File: config.mk
export PLATFORM = sky130hd
export DESIGN_NAME = earliest_free_server_scheduler
export DESIGN_NICKNAME = d
export VERILOG_FILES = /design/src/design/efs_pkg.sv /design/src/design/efs_rate_mem.sv /design/src/design/efs_heap_mem.sv /design/src/design/earliest_free_server_scheduler.sv
export VERILOG_INCLUDE_DIRS = /design/src /design/src/design
export SDC_FILE = /design/constraint.sdc
export NUM_CORES = 2
export LEC_CHECK = 0
export BUFFER_PORTS_ARGS = -buffer_cell sky130_fd_sc_hd__buf_4
export CAP_MARGIN = 20
export CORE_ASPECT_RATIO = 0.6
export CORE_MARGIN = 10
export CORE_UTILIZATION = 60
export DETAILED_ROUTE_END_ITERATION = 8
export MAX_ROUTING_LAYER = met4
export PLACE_DENSITY = 0.88
export SYNTH_ARGS = -nofsm -noshare
export SYNTH_HDL_FRONTEND = slang
export SYNTH_HIERARCHICAL = 1
export SYNTH_SLANG_ARGS = --single-unit
File: constraint.sdc
create_clock -name clk -period 11.55 [get_ports clk]
set_input_delay 1.155 -clock clk [delete_from_list [all_inputs] [get_ports clk]]
set_output_delay 1.155 -clock clk [all_outputs]
set_load 0.005 [all_outputs]
File: src/design/assert_macros.svh
// Assertion macros shared by the scheduler RTL.
// Each macro expects signals named clk and arst_n in the module that uses it.
`ifndef ASSERT_MACROS_SVH
`define ASSERT_MACROS_SVH

// The property must hold at every clock edge outside reset.
`define EFS_ASSERT(lbl, prop, msg) \
	lbl: assert property (@(posedge clk) disable iff (!arst_n) (prop)) else $error(msg);

// The expression must never be true at a clock edge outside reset.
`define EFS_NEVER(lbl, expr, msg) \
	`EFS_ASSERT(lbl, !(expr), msg)

`endif

File: src/design/efs_pkg.sv
// Shared types and constants for the earliest-free server scheduler.
// No dependencies; imported by the rate memory, the top level and the testbench.
`timescale 1ns / 1ps

package efs_pkg;

	localparam int CMD_W      = 2;
	localparam int SEL_W      = 4;
	localparam int RATE_W     = 10;
	localparam int ITEMS_W    = 10;
	localparam int PROD_W     = RATE_W + ITEMS_W;
	localparam int CNT_REG_W  = 5;
	localparam int OUT_ID_W   = 4;
	localparam int OUT_TIME_W = 32;

	typedef logic [CMD_W-1:0]   cmd_t;
	typedef logic [RATE_W-1:0]  rate_t;
	typedef logic [ITEMS_W-1:0] items_t;

	localparam cmd_t CMD_CLEAR  = 2'd0;
	localparam cmd_t CMD_LOAD   = 2'd1;
	localparam cmd_t CMD_ASSIGN = 2'd2;

endpackage

File: src/design/efs_rate_mem.sv
// Per-server rate store: one write port, one registered read port.
// Entries never written since reset read as zero. Uses efs_pkg.
`timescale 1ns / 1ps

module efs_rate_mem #(
	parameter int DEPTH = 16,
	parameter int AW    = 4
) (
	input  logic              clk,
	input  logic              arst_n,
	input  logic              wr_en,
	input  logic [AW-1:0]     wr_addr,
	input  efs_pkg::rate_t    wr_data,
	input  logic [AW-1:0]     rd_addr,
	output efs_pkg::rate_t    rd_data
);
	import efs_pkg::*;

	rate_t            mem [DEPTH];
	logic [DEPTH-1:0] vld_q;
	rate_t            rd_data_q;
	logic             rd_vld_q;

	always_ff @(posedge clk) begin
		if (wr_en) begin
			mem[wr_addr] <= wr_data;
		end
		rd_data_q <= mem[rd_addr];
		rd_vld_q  <= vld_q[rd_addr];
	end

	always_ff @(posedge clk or negedge arst_n) begin
		if (!arst_n) begin
			vld_q <= '0;
		end else if (wr_en) begin
			vld_q[wr_addr] <= 1'b1;
		end
	end

	assign rd_data = rd_vld_q ? rd_data_q : '0;

endmodule

File: src/design/efs_heap_mem.sv
// Heap slot store: free time and server id per slot, two registered read
// ports and one write port. No package dependency.
`timescale 1ns / 1ps

module efs_heap_mem #(
	parameter int DEPTH = 16,
	parameter int AW    = 4,
	parameter int TW    = 32
) (
	input  logic          clk,
	input  logic          arst_n,
	input  logic          clr,
	input  logic          wr_en,
	input  logic [AW-1:0] wr_addr,
	input  logic [TW-1:0] wr_time,
	input  logic [AW-1:0] wr_id,
	input  logic [AW-1:0] rd_addr_a,
	input  logic [AW-1:0] rd_addr_b,
	output logic [TW-1:0] rd_time_a,
	output logic [AW-1:0] rd_id_a,
	output logic [TW-1:0] rd_time_b,
	output logic [AW-1:0] rd_id_b
);
	logic [TW-1:0]    time_mem [DEPTH];
	logic [AW-1:0]    id_mem   [DEPTH];
	logic [DEPTH-1:0] vld_q;

	logic [TW-1:0] rd_time_a_q, rd_time_b_q;
	logic [AW-1:0] rd_id_a_q, rd_id_b_q;
	logic [AW-1:0] rd_addr_a_q, rd_addr_b_q;
	logic          rd_vld_a_q, rd_vld_b_q;

	always_ff @(posedge clk) begin
		if (wr_en) begin
			time_mem[wr_addr] <= wr_time;
			id_mem[wr_addr]   <= wr_id;
		end
		rd_time_a_q <= time_mem[rd_addr_a];
		rd_id_a_q   <= id_mem[rd_addr_a];
		rd_vld_a_q  <= vld_q[rd_addr_a];
		rd_addr_a_q <= rd_addr_a;
		rd_time_b_q <= time_mem[rd_addr_b];
		rd_id_b_q   <= id_mem[rd_addr_b];
		rd_vld_b_q  <= vld_q[rd_addr_b];
		rd_addr_b_q <= rd_addr_b;
	end

	// A slot not written since the last clear holds its own server at time zero.
	always_ff @(posedge clk or negedge arst_n) begin
		if (!arst_n) begin
			vld_q <= '0;
		end else if (clr) begin
			vld_q <= '0;
		end else if (wr_en) begin
			vld_q[wr_addr] <= 1'b1;
		end
	end

	assign rd_time_a = rd_vld_a_q ? rd_time_a_q : '0;
	assign rd_id_a   = rd_vld_a_q ? rd_id_a_q   : rd_addr_a_q;
	assign rd_time_b = rd_vld_b_q ? rd_time_b_q : '0;
	assign rd_id_b   = rd_vld_b_q ? rd_id_b_q   : rd_addr_b_q;

endmodule

File: src/design/earliest_free_server_scheduler.sv
// Earliest-free server scheduler: top level with command sequencer and sift-down.
// Depends on efs_pkg, efs_heap_mem, efs_rate_mem and assert_macros.svh.
`timescale 1ns / 1ps
`include "assert_macros.svh"

// Channel   | Handshake                    | Beat contents
// ----------+------------------------------+-------------------------------------------
// command   | start, busy                  | cmd, server_sel, rate_value, item_count
// result    | done (one-cycle strobe)      | chosen_server, start_time, finish_time,
//           |                              | makespan
// config    | server_count_we              | server_count_wdata
//
// Clear and load beats complete at the edge that accepts them; busy stays low.
// An assign beat keeps busy high until the sift-down has finished, so the block
// takes no new command beat before then. The sift-down visits at most
// ceil(log2(MAX_SERVERS + 1)) heap levels; at each level it reads both children
// from the heap memory, then compares them with the moving entry and writes.
// The result beat is strobed on done while the sift-down is still running.
// Reset is asynchronous and active low; it leaves every server idle at time zero,
// all rates zero and the heap built over min(16, MAX_SERVERS) servers.
// The receiver cannot stall: a result beat is present for exactly one cycle.

module earliest_free_server_scheduler #(
	parameter int MAX_SERVERS = 16,
	parameter int TIME_WIDTH  = 32
) (
	input  logic                                clk,
	input  logic                                arst_n,
	input  logic                                start,
	output logic                                busy,
	input  efs_pkg::cmd_t                       cmd,
	input  logic [efs_pkg::SEL_W-1:0]           server_sel,
	input  efs_pkg::rate_t                      rate_value,
	input  efs_pkg::items_t                     item_count,
	input  logic                                server_count_we,
	input  logic [efs_pkg::CNT_REG_W-1:0]       server_count_wdata,
	output logic                                done,
	output logic [efs_pkg::OUT_ID_W-1:0]        chosen_server,
	output logic [efs_pkg::OUT_TIME_W-1:0]      start_time,
	output logic [efs_pkg::OUT_TIME_W-1:0]      finish_time,
	output logic [efs_pkg::OUT_TIME_W-1:0]      makespan
);
	import efs_pkg::*;

	localparam int ID_W   = $clog2(MAX_SERVERS);
	localparam int CNT_W  = $clog2(MAX_SERVERS + 1);
	localparam int CH_W   = ID_W + 2;
	localparam int SUM_W  = ((TIME_WIDTH > PROD_W) ? TIME_WIDTH : PROD_W) + 1;
	localparam int LIVE_RST = (MAX_SERVERS < 16) ? MAX_SERVERS : 16;
	localparam logic [TIME_WIDTH-1:0] TIME_MAX = '1;

	// Sequencer states.
	localparam logic [2:0] S_IDLE = 3'd0;
	localparam logic [2:0] S_ROOT = 3'd1;
	localparam logic [2:0] S_RATE = 3'd2;
	localparam logic [2:0] S_ADD  = 3'd3;
	localparam logic [2:0] S_RD   = 3'd4;
	localparam logic [2:0] S_CMP  = 3'd5;

	// Heap ordering: earlier free time first, lower server id on a tie.
	function automatic logic precedes(
		input logic [TIME_WIDTH-1:0] at,
		input logic [ID_W-1:0]       ai,
		input logic [TIME_WIDTH-1:0] bt,
		input logic [ID_W-1:0]       bi
	);
		return (at < bt) || ((at == bt) && (ai < bi));
	endfunction

	logic [2:0]            state_q;
	logic [ID_W-1:0]       pos_q;
	logic [TIME_WIDTH-1:0] mov_time_q;
	logic [ID_W-1:0]       mov_id_q;
	items_t                items_q;
	logic [PROD_W-1:0]     prod_q;
	logic [CNT_W-1:0]      live_q;
	logic [TIME_WIDTH-1:0] makespan_q;
	logic [CNT_REG_W-1:0]  server_count_q;
	logic                  done_q;
	logic [OUT_ID_W-1:0]   chosen_q;
	logic [OUT_TIME_W-1:0] start_q;
	logic [OUT_TIME_W-1:0] finish_q;
	logic [OUT_TIME_W-1:0] makespan_out_q;

	logic accept;
	logic do_clear;
	logic do_load;

	// Heap memory ports.
	logic [ID_W-1:0]       hp_rd_addr_a, hp_rd_addr_b;
	logic [TIME_WIDTH-1:0] hp_time_a, hp_time_b;
	logic [ID_W-1:0]       hp_id_a, hp_id_b;
	logic                  hp_wr_en;
	logic [ID_W-1:0]       hp_wr_addr;
	logic [TIME_WIDTH-1:0] hp_wr_time;
	logic [ID_W-1:0]       hp_wr_id;

	// Rate memory ports.
	logic [ID_W+SEL_W-1:0] sel_ext;
	logic                  sel_in_range;
	rate_t                 rate_rd;

	// Sift-down datapath.
	logic [CH_W-1:0]       child_l, child_r, live_ext;
	logic                  l_in, r_in;
	logic                  l_before_m, r_before_m, r_before_l;
	logic                  take_l, take_r;

	// Saturating finish-time add.
	logic [SUM_W-1:0]      sum;
	logic [TIME_WIDTH-1:0] finish;
	logic [TIME_WIDTH-1:0] new_makespan;

	// Output narrowing to the fixed port widths.
	logic [ID_W+OUT_ID_W-1:0]         id_ext;
	logic [TIME_WIDTH+OUT_TIME_W-1:0] start_ext, finish_ext, makespan_ext;

	assign busy     = (state_q != S_IDLE);
	assign accept   = start && !busy;
	assign do_clear = accept && (cmd == CMD_CLEAR);

	assign sel_ext      = (ID_W + SEL_W)'(server_sel);
	assign sel_in_range = (int'(server_sel) < MAX_SERVERS);
	assign do_load      = accept && (cmd == CMD_LOAD) && sel_in_range;

	// Children of the current position, wide enough never to wrap.
	assign child_l  = {1'b0, pos_q, 1'b1};
	assign child_r  = child_l + CH_W'(1);
	assign live_ext = CH_W'(live_q);
	assign l_in     = (child_l < live_ext);
	assign r_in     = (child_r < live_ext);

	// While idle, port A keeps the root slot fresh so an assign can start at once.
	assign hp_rd_addr_a = (state_q == S_IDLE) ? '0 : child_l[ID_W-1:0];
	assign hp_rd_addr_b = child_r[ID_W-1:0];

	// The three comparisons run side by side; the selection picks the smallest of
	// the moving entry and the in-range children.
	assign l_before_m = l_in && precedes(hp_time_a, hp_id_a, mov_time_q, mov_id_q);
	assign r_before_m = r_in && precedes(hp_time_b, hp_id_b, mov_time_q, mov_id_q);
	assign r_before_l = r_in && precedes(hp_time_b, hp_id_b, hp_time_a, hp_id_a);
	assign take_r     = l_before_m ? r_before_l : r_before_m;
	assign take_l     = l_before_m && !r_before_l;

	always_comb begin
		hp_wr_en   = (state_q == S_CMP);
		hp_wr_addr = pos_q;
		hp_wr_time = mov_time_q;
		hp_wr_id   = mov_id_q;
		if (take_r) begin
			hp_wr_time = hp_time_b;
			hp_wr_id   = hp_id_b;
		end else if (take_l) begin
			hp_wr_time = hp_time_a;
			hp_wr_id   = hp_id_a;
		end
	end

	assign sum          = SUM_W'(mov_time_q) + SUM_W'(prod_q);
	assign finish       = (sum > SUM_W'(TIME_MAX)) ? TIME_MAX : sum[TIME_WIDTH-1:0];
	assign new_makespan = (finish > makespan_q) ? finish : makespan_q;

	assign id_ext       = (ID_W + OUT_ID_W)'(mov_id_q);
	assign start_ext    = (TIME_WIDTH + OUT_TIME_W)'(mov_time_q);
	assign finish_ext   = (TIME_WIDTH + OUT_TIME_W)'(finish);
	assign makespan_ext = (TIME_WIDTH + OUT_TIME_W)'(new_makespan);

	efs_heap_mem #(
		.DEPTH (MAX_SERVERS),
		.AW    (ID_W),
		.TW    (TIME_WIDTH)
	) u_heap (
		.clk       (clk),
		.arst_n    (arst_n),
		.clr       (do_clear),
		.wr_en     (hp_wr_en),
		.wr_addr   (hp_wr_addr),
		.wr_time   (hp_wr_time),
		.wr_id     (hp_wr_id),
		.rd_addr_a (hp_rd_addr_a),
		.rd_addr_b (hp_rd_addr_b),
		.rd_time_a (hp_time_a),
		.rd_id_a   (hp_id_a),
		.rd_time_b (hp_time_b),
		.rd_id_b   (hp_id_b)
	);

	// The rate lookup is addressed straight from the registered root read.
	efs_rate_mem #(
		.DEPTH (MAX_SERVERS),
		.AW    (ID_W)
	) u_rate (
		.clk     (clk),
		.arst_n  (arst_n),
		.wr_en   (do_load),
		.wr_addr (sel_ext[ID_W-1:0]),
		.wr_data (rate_value),
		.rd_addr (hp_id_a),
		.rd_data (rate_rd)
	);

	// Sequencer and control state.
	always_ff @(posedge clk or negedge arst_n) begin
		if (!arst_n) begin
			state_q        <= S_IDLE;
			pos_q          <= '0;
			live_q         <= CNT_W'(LIVE_RST);
			makespan_q     <= '0;
			server_count_q <= CNT_REG_W'(16);
			done_q         <= 1'b0;
		end else begin
			done_q <= 1'b0;
			if (server_count_we) begin
				server_count_q <= server_count_wdata;
			end
			unique case (state_q)
				S_IDLE: begin
					pos_q <= '0;
					if (do_clear) begin
						makespan_q <= '0;
						if (server_count_q == '0) begin
							live_q <= CNT_W'(1);
						end else if (int'(server_count_q) > MAX_SERVERS) begin
							live_q <= CNT_W'(MAX_SERVERS);
						end else begin
							live_q <= CNT_W'(server_count_q);
						end
					end
					if (accept && (cmd == CMD_ASSIGN)) begin
						state_q <= S_ROOT;
					end
				end
				S_ROOT: state_q <= S_RATE;
				S_RATE: state_q <= S_ADD;
				S_ADD: begin
					makespan_q <= new_makespan;
					done_q     <= 1'b1;
					state_q    <= S_CMP;
				end
				S_RD: state_q <= S_CMP;
				S_CMP: begin
					if (take_r) begin
						pos_q   <= child_r[ID_W-1:0];
						state_q <= S_RD;
					end else if (take_l) begin
						pos_q   <= child_l[ID_W-1:0];
						state_q <= S_RD;
					end else begin
						state_q <= S_IDLE;
					end
				end
				default: state_q <= S_IDLE;
			endcase
		end
	end

	// Datapath registers: the moving entry, the job size and the result beat.
	always_ff @(posedge clk) begin
		if (accept) begin
			items_q <= item_count;
		end
		if (state_q == S_ROOT) begin
			mov_time_q <= hp_time_a;
			mov_id_q   <= hp_id_a;
		end
		if (state_q == S_RATE) begin
			prod_q <= PROD_W'(rate_rd) * PROD_W'(items_q);
		end
		if (state_q == S_ADD) begin
			mov_time_q     <= finish;
			chosen_q       <= id_ext[OUT_ID_W-1:0];
			start_q        <= start_ext[OUT_TIME_W-1:0];
			finish_q       <= finish_ext[OUT_TIME_W-1:0];
			makespan_out_q <= makespan_ext[OUT_TIME_W-1:0];
		end
	end

	assign done          = done_q;
	assign chosen_server = chosen_q;
	assign start_time    = start_q;
	assign finish_time   = finish_q;
	assign makespan      = makespan_out_q;

	// A result beat lasts one cycle and is never followed directly by another.
	`EFS_ASSERT(a_done_single, done_q |=> !done_q, "result strobe held for two cycles")
	// The makespan covers the finish time just reported.
	`EFS_ASSERT(a_makespan_cover, done_q |-> (makespan_q >= mov_time_q),
		"makespan below the finish time of the last job")
	// The result is strobed while the sift-down is still running.
	`EFS_NEVER(a_done_idle, done_q && !busy, "result strobed with the sequencer idle")
	// The sift-down never moves outside the live part of the heap.
	`EFS_ASSERT(a_pos_live, (state_q == S_CMP) |-> (CNT_W'(pos_q) < live_q),
		"sift position beyond the live heap")

endmodule

# Word level (Yosys, flattened, before mapping)
# Memories as Yosys holds them, arrays and structs flattened. A register that Yosys moved wholly into a read port is not among the register bits.
# Index checks and enable logic that the tools add are counted.
# classes
add_sub_neg	2
multipliers	1
n_lt_le_gt_ge	18
n_eq_ne	13
muxes	43
bitwise	2
n_reduce_logical	30
# ops
operator	count
32-bit two-way mux	9
32-bit == test	3
32-bit less-than comparator	3
32-bit one-hot mux with 2 select lines	1
32-bit by 20-bit adder with 33-bit output	1
33-bit by 32-bit > comparator with 1-bit output, second input constant	1
32-bit > comparator	1
16-bit two-way mux	2
16-bit bitwise OR	2
4-bit two-way mux	7
4-bit by 5-bit less-than comparator with 1-bit output, second input constant	5
10-bit by 10-bit multiplier with 20-bit output	1
3-bit one-hot mux with 5 select lines	1
1-bit logical AND	13
1-bit binary-select mux with 4-bit select	3
4-bit less-than comparator	3
1-bit two-way mux	11
10-bit two-way mux	1
5-bit two-way mux	2
3-bit two-way mux	3
1-bit demux with 4-bit select	2
4-bit by 1-bit greater-or-equal comparator with 1-bit output, second input constant	2
4-bit one-hot mux with 2 select lines	1
2-bit nonzero test	4
20 further kinds	27
# totals
ff_bits	259
ram_bits	736
in_bits	35
out_inout_bits	102
word_cells	133
memories	3
# mem_list
name	depth	width	read_ports	rd_ports_with_merged_regs	write_ports	line	rtl
u_heap.time_mem	16	32	2	2	1	efs_heap_mem.sv:24	logic [TW-1:0] time_mem [DEPTH];
u_rate.mem	16	10	1	1	1	efs_rate_mem.sv:19	rate_t mem [DEPTH];
u_heap.id_mem	16	4	2	2	1	efs_heap_mem.sv:25	logic [AW-1:0] id_mem [DEPTH];

# Logic depth before layout (Yosys ltp)
# logic_depth
word_depth	10
depth_mapped	26
mapped_depth_nobuf	22

# Modules after synthesis
# Netlist, hierarchy kept.
# by_module_without_submodules
module	n_inst	cells_per_inst	area_per_inst_um2	seq_area_each_um2
efs_heap_mem	1	1442	28807.6	19338.5
earliest_free_server_scheduler	1	1666	16664.7	6238.5
efs_rate_mem	1	331	7121.8	5425.2

# Worst setup path after synthesis
# OpenSTA, ideal clock, no wires.
# synth_path
kind	flip-flop to flip-flop
start	register u_rate.rd_vld_q
end	register prod_q[19], data pin
setup_ns	0.259
arrival_ns	5.334
required_ns	11.291
setup_slack_ns	5.957
stages_incl_launch_ff	22
path_buffers	1
period_less_slack_ns	5.593
cell_sequence	dfxtp_1 and2_1 clkbuf_1 nand2_1 fa_1 fa_1 inv_1 ha_1 inv_1 fa_1 inv_1 fa_1 ha_1 and3_1 a221o_1 o21ai_1 o21a_1 a21oi_1 nor2b_1 nor4b_1 a21oi_1 xnor2_1
# synth_between
elab_chain_cells	2
# synth_rtl
item	line	rtl
start, declared	efs_rate_mem.sv:22	logic rd_vld_q;
start signal, assigned	efs_rate_mem.sv:29	rd_vld_q <= vld_q[rd_addr];
10-bit two-way mux	efs_rate_mem.sv:40	assign rd_data = rd_vld_q ? rd_data_q : '0;
net rate_rd[3]	earliest_free_server_scheduler.sv:101	rate_t rate_rd;
10-bit by 10-bit multiplier with 20-bit output	earliest_free_server_scheduler.sv:267	prod_q <= PROD_W'(rate_rd) * PROD_W'(items_q);
end signal, assigned	earliest_free_server_scheduler.sv:267	
end, declared	earliest_free_server_scheduler.sv:75	logic [PROD_W-1:0] prod_q;
# The timed path passes the listed nets, and every way through them passes these cells.
# A chain may end at the register's enable or synchronous reset.

# Worst setup path after layout
# layout_path
start	register mov_time_q[3]
end	register makespan_out_q[18], in the netlist makespan[18], data pin
# layout_between
elab_chain_cells	5
# layout_rtl
item	line	rtl
start, declared	earliest_free_server_scheduler.sv:72	logic [TIME_WIDTH-1:0] mov_time_q;
start signal, assigned	earliest_free_server_scheduler.sv:263	mov_time_q <= hp_time_a;
start signal, assigned	earliest_free_server_scheduler.sv:270	mov_time_q <= finish;
32-bit by 20-bit adder with 33-bit output (*)	earliest_free_server_scheduler.sv:159	assign sum = SUM_W'(mov_time_q) + SUM_W'(prod_q);
33-bit by 32-bit > comparator with 1-bit output	earliest_free_server_scheduler.sv:160	assign finish = (sum > SUM_W'(TIME_MAX)) ? TIME_MAX : sum[TIME_WIDTH-1:0];
32-bit two-way mux (*)	earliest_free_server_scheduler.sv:160	
net finish[31]	earliest_free_server_scheduler.sv:111	logic [TIME_WIDTH-1:0] finish;
32-bit > comparator (*)	earliest_free_server_scheduler.sv:161	assign new_makespan = (finish > makespan_q) ? finish : makespan_q;
32-bit two-way mux (*)	earliest_free_server_scheduler.sv:161	
net new_makespan[18]	earliest_free_server_scheduler.sv:112	logic [TIME_WIDTH-1:0] new_makespan;
end signal, assigned	earliest_free_server_scheduler.sv:274	makespan_out_q <= makespan_ext[OUT_TIME_W-1:0];
end, declared	earliest_free_server_scheduler.sv:83	logic [OUT_TIME_W-1:0] makespan_out_q;
# The timed path passes the listed nets; every way through them passes the cells marked *.

==> summary.txt <==
Clock network
  – CTS root buffer: clkbuf_16
  – Clock Tree Buf Depth: 3
  – H-tree lvl count: 3
  – CTS sink count: 1077
  – Clock transition at the registers of the reported paths: 80 ps
  – CTS Buf Count: 91
  – Setup bufs post-CTS: 0
  – Worst skew pair latency: 720 ps
  – Hold buffer count at CTS: 0
  – CTS tree: done
  – # resized after CTS: 0

Route
  – DRT iter0 DRCs: 5639
  – Final ANT Viol Nets: 0
  – Via count: 34600
  – Vias/cell: 7.20
  – Total Wirelength: 151000 um
  – Drt pass-1 iters: 6
  – Routed wire length per instance: 31.5 um
  – # DRC: 0

Yosys
  – Share of the synthesized area in the top cell type: 51.5%
  – Post-synthesis cell type count: 89
  – Area contributors post-synth: edfxtp_1 51%, mux4_2 14%, ha_1 5.3%
  – Synth warn: 6
  – Asr flop ratio synth: 7.61%
  – Synth area leader: edfxtp_1
  – Post-synth EDFFs: 902
  – Synth Register Bits: 1077
  – Register area share after synthesis: 58.9%
  – Syn_area_per_cell: 15.3 um^2
  – Most used DFF post-synth: edfxtp_1
  – Cells after Synth: 3439
  – Syn Std Cell Area: 52600 um^2

Timing
  – Max Transition Viols Final: 0
  – RSZ-0062 raised after global routing: false
  – Fin. Hold Viols: 0
  – Hold slack: 352 ps
  – Max Clock Skew: 52.6 ps
  – Fmax: 0.152 GHz
  – Slew @ Worst Pin: 1100 ps
  – Relative slew slack: 26.5%
  – Final period util: 57.1%
  – Final TNS setup: 0 ps
  – Minimum clock period: 6590 ps
  – # setup viols final: 0

Layout
  – Final core occ: 67.4%
  – Nets: 3890
  – Syn-to-layout area delta: 10.5%
  – Fraction of layout cells with a size suffix above 1: 21.9%
  – Fillers: 5223
  – Max FFs per register: 512
  – Most frequent cells in the layout: 902 x edfxtp_1, 319 x mux4_2, 269 x nand2_1, 221 x ha_1, 217 x inv_1
  – Most flops, register: u_heap/time_mem
  – Sequential cell area: 31000 um^2
  – Area of the multi-input gates: 20000 um^2
  – Leading cell type in the layout, fill and taps excluded: edfxtp_1
  – Largest regs: u_heap/time_mem x512, u_rate/mem x160, u_heap/id_mem x64

Pwr
  – PwrDens: 288 nW/um^2
  – Lkg Pwr: 0.0214 uW
  – Total Power: 16700 uW
  – Worst IR Drop VDD: 0.218 mV

Floorplan
  – Area of the die: 100000 um^2
  – Core area: 86200 um^2
  – IO Count: 137
  – Chip Height: 249 um
  – Die Wd: 402 um
  – Initial Utilization: 61.0%
  – Rows: 83

Job
  – Max Cap Viol: 0

Global route
  – Total GRT Usage: 29.9%
  – First-pass GRT wire length: 221000 um
  – Number of global-route vias before repair: 33900
  – Largest net degree at the start of global routing: 151
  – Grt total ovfl: 0
  – Initial antenna violation count: 6

Placed design
  – GP Congestion: 0.952
  – Count of buffers from port buffering: 136
  – DPL Wire Length: 89800 um

Critical path
  – Slack of the worst reg-to-reg path: 4960 ps
  – Worst R2R Start: mov_time_q[3]
  – Worst reg2reg endpoint: makespan[18]
  – Crit path DAT: 7050 ps
  – R2R depth: 19
  – Crit start category: register
  – Req. time, crit path: 12010 ps
  – CP Capture Type: register
  – CP max FO: 63
  – CP Class: register to register

Hold path
  – Type of the most critical hold path: input port to async pin

Status
  – Status: finished, final reports clean
[where the power goes]
group / internal [uW] / leakage, uW / switching (uW)
clock network: 1760 / 0.00151 / 1500
logic: 2580 / 0.00977 / 4750
registers: 5730 / 0.0101 / 426
total: 10100 / 0.0214 / 6680
[area by class of cell]
type / count / share of cell area, %
sequential: 1077 / 53.4
multi-input combinational: 1964 / 34.5
clock buffer: 119 / 4.38
timing repair buffer: 216 / 2.85
tap: 1147 / 2.47
inverter: 221 / 1.45
clock inverter: 53 / 0.997
antenna: 3 / 0.0129
[metal layers]
layer,routed length (um),vias up,track usage (%)
met5,0,-,-
met4,6950,0,9.97
met3,23200,583,8.30
met2,67300,3210,43.1
met1,53800,17200,41.2
li1,-,13600,-
[through the flow]
stage | worst slack (ps) | std cells | cell area, um^2
global route | 4720 | 4800 | 58100
CTS | 5170 | 4771 | 57900
finish | 4960 | 4800 | 58100
global placement | 4680 | 4595 | 54700
floorplan | 5960 | 3440 | 52600
detailed placement | 5250 | 4599 | 54800
[how the worst max path moves through the flow]
stage                         endpoint            start  depth (start not counted)
final                     makespan[18]    mov_time_q[3]                         19
after global routing      makespan[18]    mov_time_q[3]                         19
after CTS                 makespan[18]    mov_time_q[0]                         23
after detailed placement  makespan[18]    mov_time_q[0]                         23
after global placement    makespan[18]    mov_time_q[0]                         22
after floorplan             prod_q[19]  u_rate/rd_vld_q                         21
[synth_stat cells, drive strengths merged (28+ instances only)]
master / n
dfrtp: 80
nor2: 93
nand4: 28
fa: 63
xnor2: 28
a21oi: 87
and2: 125
nand3: 56
o21ai: 157
mux4: 340
dfxtp: 93
mux2i: 39
nand2: 270
clkbuf: 89
buf: 89
a22oi: 170
inv: 220
ha: 221
edfxtp: 902
a21o: 40
[kinds of logic (layout without fill, tap and decap cells)]
group	Yosys count	in the layout	share of synthesized area, %
flip-flops	1077	1077	58.9
AND/OR/NAND/NOR	705	705	6.79
AO/OA/AOI/OAI	539	539	6.78
buffers and inverters	399	609	3.39
multiplexers	394	394	15.8
adder cells (fa/ha/maj)	284	284	7.66
XOR/XNOR	40	40	0.666
other	1	5	0.00713
[worst max-delay path, cell delays in order (launching register included)]
cell and delay (ps):
edfxtp_1 470, ha_1 450, nand3_1 110, o21bai_1 170, o21ai_0 170, a311oi_1 820, o211ai_1 450, a2111oi_0 570
nand3_1 120, o21ai_0 230, inv_1 140, ha_1 330, nand4_1 140, nor2_1 270, nand2_1 300, nor3_1 450
a21o_2 170, buf_4 530, inv_1 130, mux2_2 290
No activity file was read; power rests on OpenSTA's default activity.
